**config.mk**
```make
export PLATFORM = sky130hd
export DESIGN_NAME = lprl_cell
export DESIGN_NICKNAME = d
export VERILOG_FILES = /design/src/design/lprl_pkg.sv /design/src/design/lprl_cell.sv
export SDC_FILE = /design/constraint.sdc
export NUM_CORES = 1
export LEC_CHECK = 0
export BUFFER_PORTS_ARGS = -buffer_cell sky130_fd_sc_hd__clkbuf_2
export CAP_MARGIN = 20
export CELL_PAD_IN_SITES_DETAIL_PLACEMENT = 1
export CELL_PAD_IN_SITES_GLOBAL_PLACEMENT = 2
export CORE_ASPECT_RATIO = 0.75
export CORE_MARGIN = 5
export CORE_UTILIZATION = 34
export DETAILED_ROUTE_END_ITERATION = 10
export PLACE_DENSITY = 0.92
export SLEW_MARGIN = 15
export SYNTH_ARGS = -nofsm -noshare
export SYNTH_HDL_FRONTEND = slang
export SYNTH_SLANG_ARGS = --single-unit
```
**constraint.sdc**
```tcl
create_clock -name clk_i -period 5.3 [get_ports clk_i]
set_input_delay 1.06 -clock clk_i [delete_from_list [all_inputs] [get_ports clk_i]]
set_output_delay 1.06 -clock clk_i [all_outputs]
set_load 0.05 [all_outputs]
```
**src/design/lprl_pkg.sv**
```systemverilog
`default_nettype none
package lprl_pkg;

  localparam int unsigned ENTRIES_DEF = 64;
  localparam int unsigned IDX_OUT_W   = 6;

  typedef enum logic [1:0] {
    ACT_ADD    = 2'd0,
    ACT_LOOKUP = 2'd1,
    ACT_CLEAR  = 2'd2
  } action_e;

  typedef enum logic [1:0] {
    STAT_OK      = 2'd0,
    STAT_NOROUTE = 2'd1,
    STAT_FULL    = 2'd2
  } status_e;

  typedef struct packed {
    logic [1:0]  action;
    logic [31:0] address;
    logic [31:0] mask;
    logic [15:0] gateway_id;
  } in_t;

  typedef struct packed {
    logic [1:0]           status;
    logic [15:0]          gateway_out;
    logic [IDX_OUT_W-1:0] match_index;
    logic [31:0]          best_mask;
  } out_t;

  // Lookup token passed from cell to cell, carrying the best match so far.
  typedef struct packed {
    logic                 valid;
    logic [31:0]          addr;
    logic                 found;
    logic [31:0]          best_mask;
    logic [15:0]          best_gw;
    logic [IDX_OUT_W-1:0] best_idx;
  } probe_t;

  // Write strobe shared by all cells; the cell whose index equals cnt takes it.
  typedef struct packed {
    logic        en;
    logic [31:0] network;
    logic [31:0] mask;
    logic [15:0] gw;
  } wr_t;

endpackage
`default_nettype wire

```
**src/design/lprl_cell.sv**
```systemverilog
`default_nettype none
module lprl_cell #(
  parameter int unsigned INDEX = 0,
  parameter int unsigned CntW  = 7
) (
  input  wire                   clk_i,
  input  wire                   rst_ni,
  input  wire  [CntW-1:0]       cnt_i,
  input  lprl_pkg::wr_t         wr_i,
  input  lprl_pkg::probe_t      probe_i,
  output lprl_pkg::probe_t      probe_o
);

  localparam logic [CntW-1:0] MyIdx = CntW'(INDEX);
  localparam logic [lprl_pkg::IDX_OUT_W-1:0] MyIdxOut = lprl_pkg::IDX_OUT_W'(INDEX);

  logic [31:0] network_q;
  logic [31:0] mask_q;
  logic [15:0] gw_q;

  logic             active;
  logic             hit;
  lprl_pkg::probe_t probe_d;
  lprl_pkg::probe_t probe_q;

  always_ff @(posedge clk_i) begin
    if (wr_i.en && (cnt_i == MyIdx)) begin
      network_q <= wr_i.network;
      mask_q    <= wr_i.mask;
      gw_q      <= wr_i.gw;
    end
  end

  assign active = (MyIdx < cnt_i);
  // later entry wins on equal masks
  assign hit = active && ((probe_i.addr & mask_q) == network_q) &&
               (!probe_i.found || (mask_q >= probe_i.best_mask));

  always_comb begin
    probe_d = probe_i;
    if (hit) begin
      probe_d.found     = 1'b1;
      probe_d.best_mask = mask_q;
      probe_d.best_gw   = gw_q;
      probe_d.best_idx  = MyIdxOut;
    end
  end

  always_ff @(posedge clk_i or negedge rst_ni) begin
    if (!rst_ni) begin
      probe_q <= '0;
    end else begin
      probe_q <= probe_d;
    end
  end

  assign probe_o = probe_q;

endmodule
`default_nettype wire

```
==> results of run 1 <==
routing by layer:
metal,vias to the layer above,wire length [µm],global-route usage,part of all wire
met3,19,1770,0.0712,0.090
li1,2052,-,-,-
met4,0,206,0.0410,0.010
met5,-,0,0,0
met1,2184,8020,0.211,0.41
met2,183,9730,0.293,0.49
power groups by stage:
stage	clock (W)	combinational, W	sequential (W)
floorplan	0	0.0000607	0.00156
global placement	0	0.000323	0.00144
detailed placement	0	0.000332	0.00144
CTS	0.00135	0.000335	0.00142
global route	0.00141	0.000352	0.00142
finish	0.00131	0.000329	0.00141
cells by family after synthesis:
kind of cell    synth area share
flops                      0.688
xor+xnor                  0.0419
compound gates            0.0228
fa+ha+maj                 0.0598
mux                        0.103
buf+inv                   0.0264
simple gates              0.0578
per-stage QoR:
| step | hold WS (ns) | util | instances |
|---|---|---|---|
| floorplan | 0.454 | - | 421 |
| global placement | 0.456 | 0.430 | 939 |
| detailed placement | 0.473 | 0.430 | 939 |
| CTS | 0.486 | 0.462 | 971 |
| global route | 0.501 | 0.462 | 971 |
| finish | 0.481 | 0.462 | 971 |
cells in the mapped netlist, types with 2 or more instances:
cell type | n | area [µm²]
dfrtp_1 | 88 | 2200
mux2_1 | 3 | 33.8
buf_6 | 5 | 56.3
xor2_1 | 2 | 17.5
nand4_1 | 6 | 37.5
inv_1 | 32 | 120
xnor2_1 | 30 | 263
a21oi_1 | 14 | 70.1
nor4_1 | 10 | 62.6
nand2b_1 | 2 | 12.5
mux2_2 | 5 | 56.3
edfxtp_1 | 80 | 2400
nor2b_1 | 7 | 43.8
nand3_1 | 5 | 25.0
mux2_4 | 40 | 601
nor2_1 | 2 | 7.51
ha_1 | 32 | 400
o21ai_0 | 6 | 30.0
nor3_1 | 2 | 10.0
nand2_1 | 41 | 154
flip-flops by register name, summed over array words and instances, names as in the netlist:
register   cells
probe_o       88
gw_q          16
mask_q        32
network_q     32
path summary, 6_finish.rpt:
check                           cells past startpoint   startpoint  slack, ns          end
worst max-delay path                               11  probe_i[53]       1.35  probe_o[51]
worst min-delay path                                1      gw_q[0]       0.48   probe_o[6]
worst max register to register                      9   mask_q[31]       1.67  probe_o[51]
worst min register to register                      1      gw_q[0]       0.48   probe_o[6]
max in group asynchronous                           2       rst_ni       3.57  probe_o[10]
min in group asynchronous                           1       rst_ni       0.66  probe_o[54]
worst reg2reg max path, stage by stage, from the launching register on:
cell	delay [ns]
edfxtp_1	0.44
ha_1	0.32
nand4_1	0.20
nor4_1	0.80
nand2_1	0.12
nor2_1	0.23
nor4_1	0.14
a2111oi_4	0.46
buf_12	0.35
mux2_1	0.46
area by class of cell:
class | count | area, µm²
repair buffers | 270 | 1380
multi-input cells | 216 | 1910
flip-flops and latches | 168 | 4600
clock buffers | 17 | 425
well taps | 253 | 317
fillers | 2071 | 10400
clock inverters | 15 | 189
inverters | 32 | 120
==> flow_metrics.env, run 1 <==
export IMPL_combPwrFrac=0.108
export IMPL_seq_power_share=0.464
export IMPL_overflow=0
export IMPL_final_common_cell="clkbuf_2"
export IMPL_layout_common_cells="clkbuf_2 (264), dfrtp_1 (88), edfxtp_1 (80)"
export IMPL_clk_path_buf_depth=2
export IMPL_fmax_mhz=253
export IMPL_synth_edff_count=80
export IMPL_worst_path_max_fanout=48
export IMPL_placed_cell_area_mm2=0.00833
export IMPL_p_per_area_mw_per_mm2=341
export IMPL_slew_limit_headroom=0.430
export IMPL_num_io_pins=266
export IMPL_dp_hpwl_mm=15.4
export IMPL_grt_max_degree=50
export IMPL_grt_pass1_vias=4969
export IMPL_dieArea_mm2=0.0226
export IMPL_synth_seq_cells=168
export IMPL_ys_async_sr_fraction=0.524
export IMPL_nNetsFinal=915
export IMPL_setup_viol=0
export IMPL_ys_types=29
export IMPL_crit_path_cell_trace="clkbuf_2, inv_1, ha_1, nand4_1, nor4_1, nand2_1, nor2_1, nor4_1, a2111oi_4, buf_12, mux2_1"
export IMPL_tns_ns=0
export IMPL_synth_cells=421
export IMPL_cpMaxStageDelayCell="nor4_1"
export IMPL_timing_hold_violations_final=0
export IMPL_cts_tree="yes"
export IMPL_die_y_um=131
export IMPL_drive_gt1_frac=0.487
export IMPL_grt_pass1_wl_mm=29.4
export IMPL_rsz0062_at_grt="false"
export IMPL_status="completed"
export IMPL_p_leak_nw=4.15
export IMPL_antenna_cells=0
export IMPL_synthFlopType="dfrtp_1"
export IMPL_wl_mm=19.7
export IMPL_synth_area_per_cell_um2=15.9
export IMPL_fp_coreArea_mm2=0.0194
export IMPL_drtPass1Iterations=5
export IMPL_h_tree_depth=4
export IMPL_worstPathArrival_ns=4.26
export IMPL_finalCriticalPeriod_ns=3.95
export IMPL_antenna_left=0
export IMPL_worstMarginPinSlew_ns=0.847
export IMPL_switching_power_w=0.000785
export IMPL_wl_per_cell_um=20.3
export IMPL_drtIter0Drc=133
export IMPL_hold_class="flip-flop to flip-flop"
export IMPL_path_buf_inv=3
export IMPL_cp_start_kind="primary input"
export IMPL_syn_area_mm2=0.00669
export IMPL_period_share=0.745
export IMPL_syn2layout_area_growth_pct=33.7
export IMPL_fin_ws_ns=1.35
export IMPL_setup_worst_path_class="primary input to flip-flop"
export IMPL_final_cell_area_mm2=0.00895
export IMPL_cp_required_ns=5.61
export IMPL_final_max_slew_viol_count=0
export IMPL_p_clk_frac=0.429
export IMPL_cts_hold_buf=0
export IMPL_grt_usage=0.175
export IMPL_cts_root_buf="clkbuf_16"
export IMPL_internal_power_w=0.00227
export IMPL_rows=44
export IMPL_start_util=0.345
export IMPL_ir_worst_vdd_mv=0.242
export IMPL_syn_num_nets=631
export IMPL_clk_latency_ns=0.43
export IMPL_drc_errors=0
export IMPL_pre_cts_ws_ns=0.834
export IMPL_power_w=0.00305
export IMPL_ys_seq_area_frac=0.688
export IMPL_cp_common_cell="nor4_1"
export IMPL_path_delay_family="simple AND/OR/NAND/NOR gates"
export IMPL_path_clk_slew_ns=0.07
export IMPL_die_x_um=172
export IMPL_numClockSinks=168
export IMPL_io_buffers=265
export IMPL_cts_setup_buffers=0
export IMPL_vias_per_cell=4.57
export IMPL_cp_end_kind="flip-flop"
export IMPL_via_count=4438
export IMPL_switching_share=0.257
export IMPL_cts_resized=0
export IMPL_yosysWarnings=0
export IMPL_slowest_delay_ns=0.80
export IMPL_numCtsBuffers=17
export IMPL_max_cap_viol_count=0
export IMPL_finClkSkew_ns=0.0119
export IMPL_grt_antenna_before_repair=0
export IMPL_place_gp_congestion=0.757
No activity file was read; power rests on OpenSTA's default activity.
==> run 2: changes to the inputs <==
--- a/config.mk
+++ b/config.mk
@@ -11,9 +11,9 @@
 export CELL_PAD_IN_SITES_GLOBAL_PLACEMENT = 2
 export CORE_ASPECT_RATIO = 0.75
 export CORE_MARGIN = 5
-export CORE_UTILIZATION = 34
+export CORE_UTILIZATION = 32
 export DETAILED_ROUTE_END_ITERATION = 10
-export PLACE_DENSITY = 0.92
+export PLACE_DENSITY = 0.88
 export SLEW_MARGIN = 15
 export SYNTH_ARGS = -nofsm -noshare
 export SYNTH_HDL_FRONTEND = slang
==> constraint.sdc (replaced) <==
create_clock -name clk_i -period 4 [get_ports clk_i]
set_input_delay 0.8 -clock clk_i [delete_from_list [all_inputs] [get_ports clk_i]]
set_output_delay 0.8 -clock clk_i [all_outputs]
set_load 0.05 [all_outputs]
==> flow_metrics.env, run 2 (synthesis results as in run 1) <==
export IMPL_status="completed"
export IMPL_fmax_mhz=274
export IMPL_cp_required_ns=4.30
export IMPL_worst_path_max_fanout=23
export IMPL_h_tree_depth=4
export IMPL_p_leak_nw=4.18
export IMPL_grt_usage=0.166
export IMPL_cts_setup_buffers=0
export IMPL_drive_gt1_frac=0.487
export IMPL_cts_tree="yes"
export IMPL_finClkSkew_ns=0.0108
export IMPL_clk_path_buf_depth=2
export IMPL_slew_limit_headroom=0.412
export IMPL_overflow=0
export IMPL_timing_hold_violations_final=0
export IMPL_clk_latency_ns=0.42
export IMPL_internal_power_w=0.00309
export IMPL_start_util=0.328
export IMPL_seq_power_share=0.455
export IMPL_ir_worst_vdd_mv=0.190
export IMPL_p_clk_frac=0.440
export IMPL_wl_per_cell_um=19.4
export IMPL_grt_antenna_before_repair=3
export IMPL_slowest_delay_ns=0.81
export IMPL_via_count=4380
export IMPL_setup_viol=0
export IMPL_io_buffers=265
export IMPL_drtPass1Iterations=4
export IMPL_fin_ws_ns=0.347
export IMPL_placed_cell_area_mm2=0.00838
export IMPL_die_x_um=177
export IMPL_fin_cells=1001
export IMPL_numClockSinks=168
export IMPL_crit_path_cell_trace="clkbuf_2, inv_1, ha_1, nand4_1, nor4_1, nand2_1, nor2_1, nor4_1, a2111oi_4, buf_4, mux2_2"
export IMPL_switching_share=0.249
export IMPL_hold_class="primary input to asynchronous set/reset pin"
export IMPL_drc_errors=0
export IMPL_final_common_cell="clkbuf_2"
export IMPL_vias_per_cell=4.38
export IMPL_cp_common_cell="nor4_1"
export IMPL_setup_worst_path_class="primary input to flip-flop"
export IMPL_place_gp_congestion=0.755
export IMPL_path_clk_slew_ns=0.07
export IMPL_dp_hpwl_mm=15.6
export IMPL_rsz0062_at_grt="false"
export IMPL_syn2layout_area_growth_pct=35.0
export IMPL_nNetsFinal=915
export IMPL_worstPathArrival_ns=3.95
export IMPL_fin_hold_ws_ns=0.369
export IMPL_wl_mm=19.4
export IMPL_grt_max_degree=52
export IMPL_path_buf_inv=3
export IMPL_num_io_pins=266
export IMPL_period_share=0.913
export IMPL_layout_common_cells="clkbuf_2 (264), dfrtp_1 (88), edfxtp_1 (80)"
export IMPL_cp_end_kind="flip-flop"
export IMPL_dieArea_mm2=0.0239
export IMPL_cts_resized=0
export IMPL_max_cap_viol_count=0
export IMPL_drtIter0Drc=156
export IMPL_final_max_slew_viol_count=0
export IMPL_largest_register_ffs=88
export IMPL_cpMaxStageDelayCell="nor4_1"
export IMPL_antenna_left=0
export IMPL_rows=45
export IMPL_final_cell_area_mm2=0.00903
export IMPL_cts_root_buf="clkbuf_16"
export IMPL_post_place_cells=968
export IMPL_cts_hold_buf=0
export IMPL_worstMarginPinSlew_ns=0.874
export IMPL_pre_cts_ws_ns=-0.0734
export IMPL_combPwrFrac=0.105
export IMPL_numCtsBuffers=17
export IMPL_finalCriticalPeriod_ns=3.65
export IMPL_cp_start_kind="primary input"
export IMPL_p_per_area_mw_per_mm2=456
export IMPL_grt_pass1_wl_mm=29.8
export IMPL_switching_power_w=0.00103
export IMPL_grt_pass1_vias=5131
export IMPL_die_y_um=135
export IMPL_path_delay_family="simple AND/OR/NAND/NOR gates"
export IMPL_fp_coreArea_mm2=0.0204
-- run 2: layer usage --
metal,part of all wire,GRT usage
met5,0.0012,0
met4,0.016,0.0430
met3,0.086,0.0667
met2,0.48,0.275
met1,0.42,0.203
-- run 2: final timing paths --
path	start	to	slack, ns	cells past startpoint
max reg2reg	mask_q[29]	probe_o[9]	0.35	9
min in group clk_i	gw_q[5]	probe_o[11]	0.48	1
max	probe_i[51]	probe_o[9]	0.35	11
min	rst_ni	probe_o[74]	0.37	1
max in group asynchronous	rst_ni	probe_o[26]	2.81	2
min reg2reg	gw_q[5]	probe_o[11]	0.48	1
-- run 2: power by group through the flow --
stage | Clock, W | Combinational (W) | Sequential [W]
6_report | 0.00181 | 0.000432 | 0.00187
5_1_grt | 0.00195 | 0.000467 | 0.00188
4_1_cts | 0.00187 | 0.000442 | 0.00187
3_5_place_dp | 0 | 0.000439 | 0.00191
3_3_place_gp | 0 | 0.000430 | 0.00191
2_1_floorplan | 0 | 0.0000804 | 0.00207
-- run 2: layout make-up --
class,instances,area (µm²)
inverters,32,120
repair buffers,270,1390
clock buffers,18,439
fillers,2184,11300
clock inverters,14,209
multi-input cells,216,1910
flip-flops and latches,168,4600
well taps,282,353
diodes,1,2.50
-- run 2: per-stage QoR --
stage,setup TNS (ns),total power (W),utilization
3_5_place_dp,-0.675,0.00235,0.411
4_1_cts,0,0.00418,0.443
5_1_grt,0,0.00429,0.443
2_1_floorplan,0,0.00215,-
6_report,0,0.00412,0.443
3_3_place_gp,0,0.00234,0.411
-- run 2: worst reg2reg max path, stage by stage, from the launching register on --
cell,delay [ns]
edfxtp_1,0.47
ha_1,0.35
nand4_1,0.19
nor4_1,0.81
nand2_1,0.13
nor2_1,0.19
nor4_1,0.11
a2111oi_4,0.51
buf_4,0.41
mux2_2,0.39
